## config.mk

```make
export PLATFORM = sky130hd
export DESIGN_NAME = poly_voice_allocator
export DESIGN_NICKNAME = d
export VERILOG_FILES = /design/src/rtl/pva_pkg.sv /design/src/rtl/poly_voice_allocator.sv /design/src/rtl/pva_front.sv /design/src/rtl/pva_queue.sv /design/src/rtl/pva_back.sv
export SDC_FILE = /design/constraint.sdc
export NUM_CORES = 2
export LEC_CHECK = 0
export BUFFER_PORTS_ARGS = -buffer_cell sky130_fd_sc_hd__buf_2
export CELL_PAD_IN_SITES_DETAIL_PLACEMENT = 0
export CELL_PAD_IN_SITES_GLOBAL_PLACEMENT = 1
export CORE_MARGIN = 5
export CORE_UTILIZATION = 58
export DETAILED_ROUTE_END_ITERATION = 8
export PLACE_DENSITY_LB_ADDON = 0.1
export SLEW_MARGIN = 40
export SYNTH_ARGS = -nofsm -noshare
export SYNTH_HDL_FRONTEND = slang
export SYNTH_SLANG_ARGS = --single-unit
```

## constraint.sdc

```tcl
create_clock -name i_clk -period 22.8 [get_ports i_clk]
set_input_delay 1.14 -clock i_clk [delete_from_list [all_inputs] [get_ports i_clk]]
set_output_delay 1.14 -clock i_clk [all_outputs]
set_load 0.05 [all_outputs]
```

## src/rtl/pva_pkg.sv

```systemverilog
// Shared types, codes and sizes for the polyphonic voice allocator.
package pva_pkg;

    localparam int VOICES       = 16;
    localparam int TIME_BITS    = 48;
    localparam int VIDX_W       = (VOICES > 1) ? $clog2(VOICES) : 1;
    localparam int SLOT_W       = 4;
    localparam int PITCH_W      = 7;
    localparam int VEL_W        = 7;
    localparam int FRAMES_W     = 16;
    localparam int FIELD_TIME_W = 48;
    localparam int QUEUE_DEPTH  = 2;
    localparam int QPTR_W       = (QUEUE_DEPTH > 1) ? $clog2(QUEUE_DEPTH) : 1;
    localparam int QCNT_W       = $clog2(QUEUE_DEPTH + 1);

    typedef enum logic [2:0] {
        CMD_NOTE_ON        = 3'd0,
        CMD_NOTE_OFF       = 3'd1,
        CMD_ALL_OFF        = 3'd2,
        CMD_ADVANCE        = 3'd3,
        CMD_VOICE_FINISHED = 3'd4,
        CMD_RESET          = 3'd5,
        CMD_READ_VOICE     = 3'd6
    } t_cmd;

    typedef enum logic [1:0] {
        KIND_NONE = 2'd0,
        KIND_BASS = 2'd1,
        KIND_POLY = 2'd2
    } t_kind;

    // Work as the back end sees it, after classification.
    typedef enum logic [3:0] {
        OP_NOTE_ON  = 4'd0,
        OP_REJECT   = 4'd1,
        OP_NOTE_OFF = 4'd2,
        OP_ALL_OFF  = 4'd3,
        OP_ADVANCE  = 4'd4,
        OP_FINISH   = 4'd5,
        OP_RESET    = 4'd6,
        OP_READ     = 4'd7,
        OP_NOP      = 4'd8
    } t_op;

    typedef enum logic [1:0] {
        BK_IDLE = 2'd0,
        BK_KILL = 2'd1,
        BK_REL  = 2'd2,
        BK_DONE = 2'd3
    } t_back_state;

    typedef struct packed {
        logic [2:0]          command;
        logic [PITCH_W-1:0]  pitch;
        logic [VEL_W-1:0]    velocity;
        logic [1:0]          kind;
        logic [FRAMES_W-1:0] frames;
        logic [SLOT_W-1:0]   slot;
        logic                glide_on;
    } t_in_word;

    typedef struct packed {
        logic                    status;
        logic [SLOT_W-1:0]       alloc_slot;
        logic                    stolen;
        logic                    glide_valid;
        logic [SLOT_W-1:0]       glide_slot;
        logic                    any_active;
        logic                    rd_active;
        logic                    rd_releasing;
        logic [PITCH_W-1:0]      rd_pitch;
        logic [VEL_W-1:0]        rd_velocity;
        logic [FIELD_TIME_W-1:0] rd_start;
        logic [FIELD_TIME_W-1:0] rd_release;
    } t_out_word;

    typedef struct packed {
        t_op                 op;
        logic [PITCH_W-1:0]  pitch;
        logic [VEL_W-1:0]    velocity;
        logic                is_bass;
        logic                glide_on;
        logic [FRAMES_W-1:0] frames;
        logic [VIDX_W-1:0]   slot;
    } t_job;

endpackage

```

## src/rtl/poly_voice_allocator.sv

```systemverilog
// Top level of the polyphonic voice allocator: front end, job queue and back end.
// Each command word is decoded on entry and parked in a two-entry job queue; the back end
// then takes it through its steps in order (take from queue, bass-voice kill, same-pitch
// release, allocate and write the result register), walking the sixteen-slot table, and
// takes no new word until the last one is through. The result register lets the next
// word start while a result waits, and the queue keeps accepting words, until it is full,
// while the back end is busy or the output stalls.
module poly_voice_allocator (
    input  logic               i_clk,
    input  logic               i_rst_n,
    input  logic               i_in_valid,
    output logic               o_in_stall,
    input  pva_pkg::t_in_word  i_in_word,
    output logic               o_out_valid,
    input  logic               i_out_stall,
    output pva_pkg::t_out_word o_out_word
);

    pva_pkg::t_job w_front_job;
    pva_pkg::t_job w_head_job;
    logic          w_push;
    logic          w_full;
    logic          w_head_valid;
    logic          w_pop;

    pva_front u_front (
        .i_word  (i_in_word),
        .i_valid (i_in_valid),
        .i_full  (w_full),
        .o_stall (o_in_stall),
        .o_push  (w_push),
        .o_job   (w_front_job)
    );

    pva_queue u_queue (
        .i_clk   (i_clk),
        .i_rst_n (i_rst_n),
        .i_push  (w_push),
        .i_job   (w_front_job),
        .i_pop   (w_pop),
        .o_full  (w_full),
        .o_valid (w_head_valid),
        .o_job   (w_head_job)
    );

    pva_back u_back (
        .i_clk       (i_clk),
        .i_rst_n     (i_rst_n),
        .i_job_valid (w_head_valid),
        .i_job       (w_head_job),
        .o_job_pop   (w_pop),
        .o_out_valid (o_out_valid),
        .i_out_stall (i_out_stall),
        .o_out_word  (o_out_word)
    );

endmodule

```

## src/rtl/pva_front.sv

```systemverilog
// Front end: takes input words and classifies them into jobs for the queue.
module pva_front (
    input  pva_pkg::t_in_word i_word,
    input  logic              i_valid,
    input  logic              i_full,
    output logic              o_stall,
    output logic              o_push,
    output pva_pkg::t_job     o_job
);

    logic w_slot_ok;

    assign o_stall   = i_full;
    assign o_push    = i_valid && !i_full;
    assign w_slot_ok = (int'(i_word.slot) < pva_pkg::VOICES);

    always_comb begin
        o_job.pitch    = i_word.pitch;
        o_job.velocity = (i_word.velocity == '0) ? pva_pkg::VEL_W'(1) : i_word.velocity;
        o_job.is_bass  = (i_word.kind == pva_pkg::KIND_BASS);
        o_job.glide_on = i_word.glide_on;
        o_job.frames   = i_word.frames;
        o_job.slot     = pva_pkg::VIDX_W'(i_word.slot);
        unique case (i_word.command)
            pva_pkg::CMD_NOTE_ON: begin
                o_job.op = (i_word.kind == pva_pkg::KIND_NONE) ? pva_pkg::OP_REJECT
                                                               : pva_pkg::OP_NOTE_ON;
            end
            pva_pkg::CMD_NOTE_OFF:       o_job.op = pva_pkg::OP_NOTE_OFF;
            pva_pkg::CMD_ALL_OFF:        o_job.op = pva_pkg::OP_ALL_OFF;
            pva_pkg::CMD_ADVANCE:        o_job.op = pva_pkg::OP_ADVANCE;
            pva_pkg::CMD_RESET:          o_job.op = pva_pkg::OP_RESET;
            // A slot beyond the table turns into a no-op that still reports.
            pva_pkg::CMD_VOICE_FINISHED: begin
                o_job.op = w_slot_ok ? pva_pkg::OP_FINISH : pva_pkg::OP_NOP;
            end
            pva_pkg::CMD_READ_VOICE: begin
                o_job.op = w_slot_ok ? pva_pkg::OP_READ : pva_pkg::OP_NOP;
            end
            default:                     o_job.op = pva_pkg::OP_NOP;
        endcase
    end

endmodule

```

## src/rtl/pva_queue.sv

```systemverilog
// Short job queue between the front end and the back end.
module pva_queue (
    input  logic          i_clk,
    input  logic          i_rst_n,
    input  logic          i_push,
    input  pva_pkg::t_job i_job,
    input  logic          i_pop,
    output logic          o_full,
    output logic          o_valid,
    output pva_pkg::t_job o_job
);

    pva_pkg::t_job               r_mem [pva_pkg::QUEUE_DEPTH];
    logic [pva_pkg::QPTR_W-1:0]  r_wr_ptr, n_wr_ptr;
    logic [pva_pkg::QPTR_W-1:0]  r_rd_ptr, n_rd_ptr;
    logic [pva_pkg::QCNT_W-1:0]  r_count, n_count;
    logic                        w_push, w_pop;

    assign o_full  = (r_count == pva_pkg::QCNT_W'(pva_pkg::QUEUE_DEPTH));
    assign o_valid = (r_count != '0);
    assign o_job   = r_mem[r_rd_ptr];
    assign w_push  = i_push && !o_full;
    assign w_pop   = i_pop && o_valid;

    always_comb begin
        n_wr_ptr = r_wr_ptr;
        n_rd_ptr = r_rd_ptr;
        n_count  = r_count;
        if (w_push) begin
            n_wr_ptr = (r_wr_ptr == pva_pkg::QPTR_W'(pva_pkg::QUEUE_DEPTH - 1))
                       ? '0 : r_wr_ptr + 1'b1;
        end
        if (w_pop) begin
            n_rd_ptr = (r_rd_ptr == pva_pkg::QPTR_W'(pva_pkg::QUEUE_DEPTH - 1))
                       ? '0 : r_rd_ptr + 1'b1;
        end
        if (w_push && !w_pop) begin
            n_count = r_count + 1'b1;
        end else if (w_pop && !w_push) begin
            n_count = r_count - 1'b1;
        end
    end

    always_ff @(posedge i_clk) begin
        if (!i_rst_n) begin
            r_wr_ptr <= '0;
            r_rd_ptr <= '0;
            r_count  <= '0;
        end else begin
            r_wr_ptr <= n_wr_ptr;
            r_rd_ptr <= n_rd_ptr;
            r_count  <= n_count;
        end
    end

    always_ff @(posedge i_clk) begin
        if (w_push) begin
            r_mem[r_wr_ptr] <= i_job;
        end
    end

endmodule

```

## src/rtl/pva_back.sv

```systemverilog
// Back end: voice slot table, sample clock, job sequencer and result register.
module pva_back (
    input  logic                 i_clk,
    input  logic                 i_rst_n,
    input  logic                 i_job_valid,
    input  pva_pkg::t_job        i_job,
    output logic                 o_job_pop,
    output logic                 o_out_valid,
    input  logic                 i_out_stall,
    output pva_pkg::t_out_word   o_out_word
);

    localparam int V = pva_pkg::VOICES;

    pva_pkg::t_back_state           r_state, n_state;
    pva_pkg::t_job                  r_job, n_job;
    logic [V-1:0]                   r_active, n_active;
    logic [V-1:0]                   r_releasing, n_releasing;
    logic [V-1:0]                   r_bass, n_bass;
    logic [pva_pkg::PITCH_W-1:0]    r_pitch [V];
    logic [pva_pkg::PITCH_W-1:0]    n_pitch [V];
    logic [pva_pkg::VEL_W-1:0]      r_vel [V];
    logic [pva_pkg::VEL_W-1:0]      n_vel [V];
    logic [pva_pkg::TIME_BITS-1:0]  r_start [V];
    logic [pva_pkg::TIME_BITS-1:0]  n_start [V];
    logic [pva_pkg::TIME_BITS-1:0]  r_rel [V];
    logic [pva_pkg::TIME_BITS-1:0]  n_rel [V];
    logic [pva_pkg::TIME_BITS-1:0]  r_time, n_time;
    logic                           r_found, n_found;
    logic [pva_pkg::VIDX_W-1:0]     r_src, n_src;
    logic                           r_out_valid, n_out_valid;
    pva_pkg::t_out_word             r_out, n_out;
    logic [V-1:0]                   w_kill;
    logic [V-1:0]                   w_free;
    logic [pva_pkg::VIDX_W-1:0]     w_dst;
    logic                           w_free_found;

    // Lowest set bit of a slot mask.
    function automatic logic [pva_pkg::VIDX_W-1:0] first_set(input logic [V-1:0] vec);
        logic [pva_pkg::VIDX_W-1:0] idx;
        idx = '0;
        for (int i = V - 1; i >= 0; i--) begin
            if (vec[i]) begin
                idx = pva_pkg::VIDX_W'(i);
            end
        end
        return idx;
    endfunction

    assign o_out_valid = r_out_valid;
    assign o_out_word  = r_out;
    assign w_kill       = r_active & r_bass;
    assign w_free       = ~r_active;
    assign w_free_found = |w_free;
    assign w_dst        = w_free_found ? first_set(w_free) : '0;

    always_comb begin
        n_state     = r_state;
        n_job       = r_job;
        n_active    = r_active;
        n_releasing = r_releasing;
        n_bass      = r_bass;
        n_pitch     = r_pitch;
        n_vel       = r_vel;
        n_start     = r_start;
        n_rel       = r_rel;
        n_time      = r_time;
        n_found     = r_found;
        n_src       = r_src;
        n_out       = r_out;
        n_out_valid = r_out_valid && i_out_stall;
        o_job_pop   = 1'b0;

        unique case (r_state)
            pva_pkg::BK_IDLE: begin
                if (i_job_valid) begin
                    o_job_pop = 1'b1;
                    n_job     = i_job;
                    n_found   = 1'b0;
                    n_src     = '0;
                    n_state   = pva_pkg::BK_KILL;
                end
            end
            pva_pkg::BK_KILL: begin
                // A mono bass note silences every bass voice at once.
                if (r_job.op == pva_pkg::OP_NOTE_ON && r_job.is_bass) begin
                    n_active    = r_active & ~w_kill;
                    n_releasing = r_releasing & ~w_kill;
                    n_found     = |w_kill;
                    n_src       = first_set(w_kill);
                end
                n_state = pva_pkg::BK_REL;
            end
            pva_pkg::BK_REL: begin
                if (r_job.op == pva_pkg::OP_NOTE_ON || r_job.op == pva_pkg::OP_NOTE_OFF) begin
                    for (int i = 0; i < V; i++) begin
                        if (r_active[i] && !r_releasing[i] && r_pitch[i] == r_job.pitch) begin
                            n_releasing[i] = 1'b1;
                            n_rel[i]       = r_time;
                        end
                    end
                end
                n_state = pva_pkg::BK_DONE;
            end
            pva_pkg::BK_DONE: begin
                if (!r_out_valid || !i_out_stall) begin
                    n_out = '0;
                    case (r_job.op)
                        pva_pkg::OP_NOTE_ON: begin
                            n_active[w_dst]    = 1'b1;
                            n_releasing[w_dst] = 1'b0;
                            n_bass[w_dst]      = r_job.is_bass;
                            n_pitch[w_dst]     = r_job.pitch;
                            n_vel[w_dst]       = r_job.velocity;
                            n_start[w_dst]     = r_time;
                            n_rel[w_dst]       = '0;
                            n_out.alloc_slot   = pva_pkg::SLOT_W'(w_dst);
                            n_out.stolen       = !w_free_found;
                            n_out.glide_valid  = r_found && r_job.glide_on;
                            n_out.glide_slot   = r_found ? pva_pkg::SLOT_W'(r_src) : '0;
                            n_out.rd_active    = 1'b1;
                            n_out.rd_releasing = 1'b0;
                            n_out.rd_pitch     = r_job.pitch;
                            n_out.rd_velocity  = r_job.velocity;
                            n_out.rd_start     = pva_pkg::FIELD_TIME_W'(r_time);
                            n_out.rd_release   = '0;
                        end
                        pva_pkg::OP_REJECT: begin
                            n_out.status = 1'b1;
                        end
                        pva_pkg::OP_ALL_OFF, pva_pkg::OP_RESET: begin
                            for (int i = 0; i < V; i++) begin
                                if (r_active[i] && !r_releasing[i]) begin
                                    n_releasing[i] = 1'b1;
                                    n_rel[i]       = r_time;
                                end
                            end
                            if (r_job.op == pva_pkg::OP_RESET) begin
                                n_time = '0;
                            end
                        end
                        pva_pkg::OP_ADVANCE: begin
                            n_time = r_time + pva_pkg::TIME_BITS'(r_job.frames);
                        end
                        pva_pkg::OP_FINISH: begin
                            n_active[r_job.slot]    = 1'b0;
                            n_releasing[r_job.slot] = 1'b0;
                        end
                        pva_pkg::OP_READ: begin
                            n_out.rd_active    = r_active[r_job.slot];
                            n_out.rd_releasing = r_releasing[r_job.slot];
                            n_out.rd_pitch     = r_pitch[r_job.slot];
                            n_out.rd_velocity  = r_vel[r_job.slot];
                            n_out.rd_start     = pva_pkg::FIELD_TIME_W'(r_start[r_job.slot]);
                            n_out.rd_release   = pva_pkg::FIELD_TIME_W'(r_rel[r_job.slot]);
                        end
                        default: begin
                        end
                    endcase
                    n_out.any_active = |n_active;
                    n_out_valid      = 1'b1;
                    n_state          = pva_pkg::BK_IDLE;
                end
            end
            default: n_state = pva_pkg::BK_IDLE;
        endcase
    end

    always_ff @(posedge i_clk) begin
        if (!i_rst_n) begin
            r_state     <= pva_pkg::BK_IDLE;
            r_active    <= '0;
            r_releasing <= '0;
            r_bass      <= '0;
            r_time      <= '0;
            r_out_valid <= 1'b0;
        end else begin
            r_state     <= n_state;
            r_active    <= n_active;
            r_releasing <= n_releasing;
            r_bass      <= n_bass;
            r_time      <= n_time;
            r_out_valid <= n_out_valid;
        end
    end

    always_ff @(posedge i_clk) begin
        r_job   <= n_job;
        r_found <= n_found;
        r_src   <= n_src;
        r_out   <= n_out;
        r_pitch <= n_pitch;
        r_vel   <= n_vel;
        r_start <= n_start;
        r_rel   <= n_rel;
    end

endmodule

```

==> impl_metrics.yaml <==
status:
  outcome: "completed"
grt:
  grt_pass1_wl_mm: 362
  grt_pass1_vias: 52700
  track_usage: 0.306
  overflow: 0
  antenna_found_initial: 6
  grt_max_degree: 95
synth:
  synth_edf_count: 2009
  async_flop_share: 0
  yosysUniqueCellTypes: 78
  synth_warnings: 0
  ys_seq_area_frac: 0.693
  synth_seq_cells: 2112
  synth_flop_cell: "edfxtp_1"
  syn_inst: 5871
  syn_area_um2: 90000
  synth_top_area_frac: 0.670
  syn_nets: 5938
  synthTopCellsByArea: "edfxtp_1 67%, mux4_2 14%, nand2_1 7.3%"
  yosys.area.top_type: "edfxtp_1"
  avgSynthCellArea_um2: 15.3
route:
  first_iter_violations: 7415
  route.met3.wl_mm: 26.0
  viasPerCell: 6.46
  wl_met1_mm: 98.6
  ant_nets: 0
  post_drt_wl_per_cell_um: 30.4
  vias: 53200
  wl_mm: 251
  drt-pass1-iter-count: 6
  drc: 0
  route.met2.wl_mm: 119
  routed.top_layer: "met5"
timing:
  relSlewSlack: 0.417
  finalWorstSetupSlack_ns: 18.39
  fin_setup_tns_ns: 0
  fin_skew_ns: 0.0427
  fmax_ghz: 0.227
  period_minus_slack_ns: 4.41
  period_share: 0.193
  rsz0062_at_grt: "no"
  worstMarginPinSlew_ns: 0.875
  setup_viol: 0
  hold_viol: 0
  drv_slew: 0
clock_tree:
  clock_tree.root_cell: "clkbuf_16"
  cts_resized: 0
  cts_tree: "yes"
  postCtsSetupRepairBufs: 0
  cts_num_sinks: 2112
  htreeDepth: 4
  path_clk_slew_ns: 0.06
  postCtsHoldBufs: 0
  numCtsBuffers: 208
  clk_latency_ns: 0.83
  cts_buffer_depth: 3
floorplan:
  start_util: 0.584
  coreArea_um2: 154000
  dieWidth_um: 404
  rows: 144
  ioPinCount: 170
  dieArea_um2: 163000
  die_h_um: 404
critical_path:
  cp.required_ns: 23.48
  worst_setup_path_end_kind: "register"
  cp.arrival_ns: 5.09
  path_max_fanout: 40
  worst-setup-path-type: "reg2reg"
  start_kind: "register"
placement:
  portBuffers: 169
  place_congestion: 0.917
  hpwl_mm: 137
  dpl_worst_slack_ns: 17.91
finish:
  fillers: 11000
  drive_gt1_frac: 0.210
  finalNetCount: 6082
  area_growth_pct: 12.0
  regArea_um2: 62400
  multi_input_area_um2: 26300
  fin_util: 0.654
pwr:
  p_leak_uw: 0.0380
  cellPowerDensity_nw_per_um2: 114
  peakVddDrop_mv: 0.0962
hold_path:
  holdCritPathClass: "in2reg"
run:
  maxCapViolCount: 0
final cells by class:
type                    instances  share of cell area
multi-input cells            3290               0.261
flip-flops and latches       2112               0.619
inverters                     100             0.00395
well taps                    2044              0.0254
diodes                          1           0.0000248
clock buffers                 273              0.0552
clock inverters               114              0.0139
repair buffers                303              0.0215
where the power goes:
group	internal (µW)	switching [µW]	total, µW
registers	4960	330	5290
logic	1160	1590	2750
clock network	2020	1480	3500
total	8140	3400	11500
cell families after synthesis:
kind of cell / synth area share
simple gates: 0.0958
fa+ha+maj: 0.00328
buf+inv: 0.0201
xor+xnor: 0.0153
mux: 0.146
flops: 0.693
compound gates: 0.0260
metrics by stage:
stage	area (µm²)	hold slack [ns]	instances	total power (µW)
finish	101000	0.510	8237	11500
global route	101000	0.473	8236	11900
CTS	101000	0.447	8236	11600
detailed placement	93800	0.503	7849	8100
global placement	93400	0.498	7844	8050
floorplan	90000	0.460	5871	7160
layer usage:
metal | GRT usage | vias up
li1 | - | 22300
met1 | 0.444 | 27400
met2 | 0.484 | 3096
met3 | 0.0612 | 415
met4 | 0.0820 | 2
met5 | 0 | -
state kept, by name, indices dropped and copies added, names as in the netlist, 16 cells and up:
name and flops:
u_back.r_pitch 112, u_back.r_start 768, u_back.r_job 40, u_back.o_out_word 124, u_back.r_active 16, u_queue.r_mem 80
u_back.r_time 48, u_back.r_releasing 16, u_back.r_rel 768, u_back.r_vel 112, u_back.r_bass 16
cell usage in the layout, fill, tap and decap left out, types with 40 or more instances in the layout:
cell,Yosys,routed
edfxtp_1,2009,2009
nand2_1,1743,1742
mux4_2,560,560
clkbuf_16,0,210
buf_2,41,169
o21ai_0,127,122
xnor2_1,113,113
nor2_1,135,109
inv_1,98,94
dfxtp_1,103,82
buf_4,0,66
nor2b_1,65,62
a21oi_1,73,61
buf_6,0,61
clkbuf_1,262,56
xor2_1,42,42
nand3_1,42,41
mux2_2,40,40
cells in the mapped netlist, types with 13 or more instances:
cell type	instances
ha_1	22
nand3_1	42
o21a_1	15
xnor2_1	113
clkbuf_1	262
nor2_1	135
mux2_2	40
nor4_1	21
buf_1	65
a21oi_1	73
o21ai_0	127
a31oi_1	34
nor3_1	19
mux4_2	560
buf_2	41
and3_1	21
nand2_1	1743
a21o_1	13
nand4_1	33
inv_1	98
dfxtp_1	103
nor2b_1	65
o22ai_1	17
xor2_1	42
edfxtp_1	2009
path summary, 6_finish.rpt:
path	depth (start not counted)	slack [ns]	endpoint	from
worst max-delay path	11	18.39	u_back.r_bass[8]$_SDFFE_PN0P_	u_back.r_state[0]$_SDFFE_PN0P_
worst min-delay path	1	0.51	u_queue.r_mem[0][6]$_DFFE_PP_	i_in_word[7]
worst max register to register	11	18.39	u_back.r_bass[8]$_SDFFE_PN0P_	u_back.r_state[0]$_SDFFE_PN0P_
worst min register to register	2	0.51	u_back.r_releasing[7]$_SDFFE_PN0P_	u_back.r_releasing[7]$_SDFFE_PN0P_
critical path, cell delays in order (launching register included):
cell and delay (ns):
dfxtp_1 0.39, ha_1 0.17, buf_4 0.32, a21boi_4 0.23, buf_4 0.60, and2_0 0.53
nand2_1 0.36, nor2b_4 0.19, buf_4 0.44, buf_4 0.71, mux2i_1 0.26, nor2_1 0.05
Note: power is estimated with default switching activity, not from simulation.
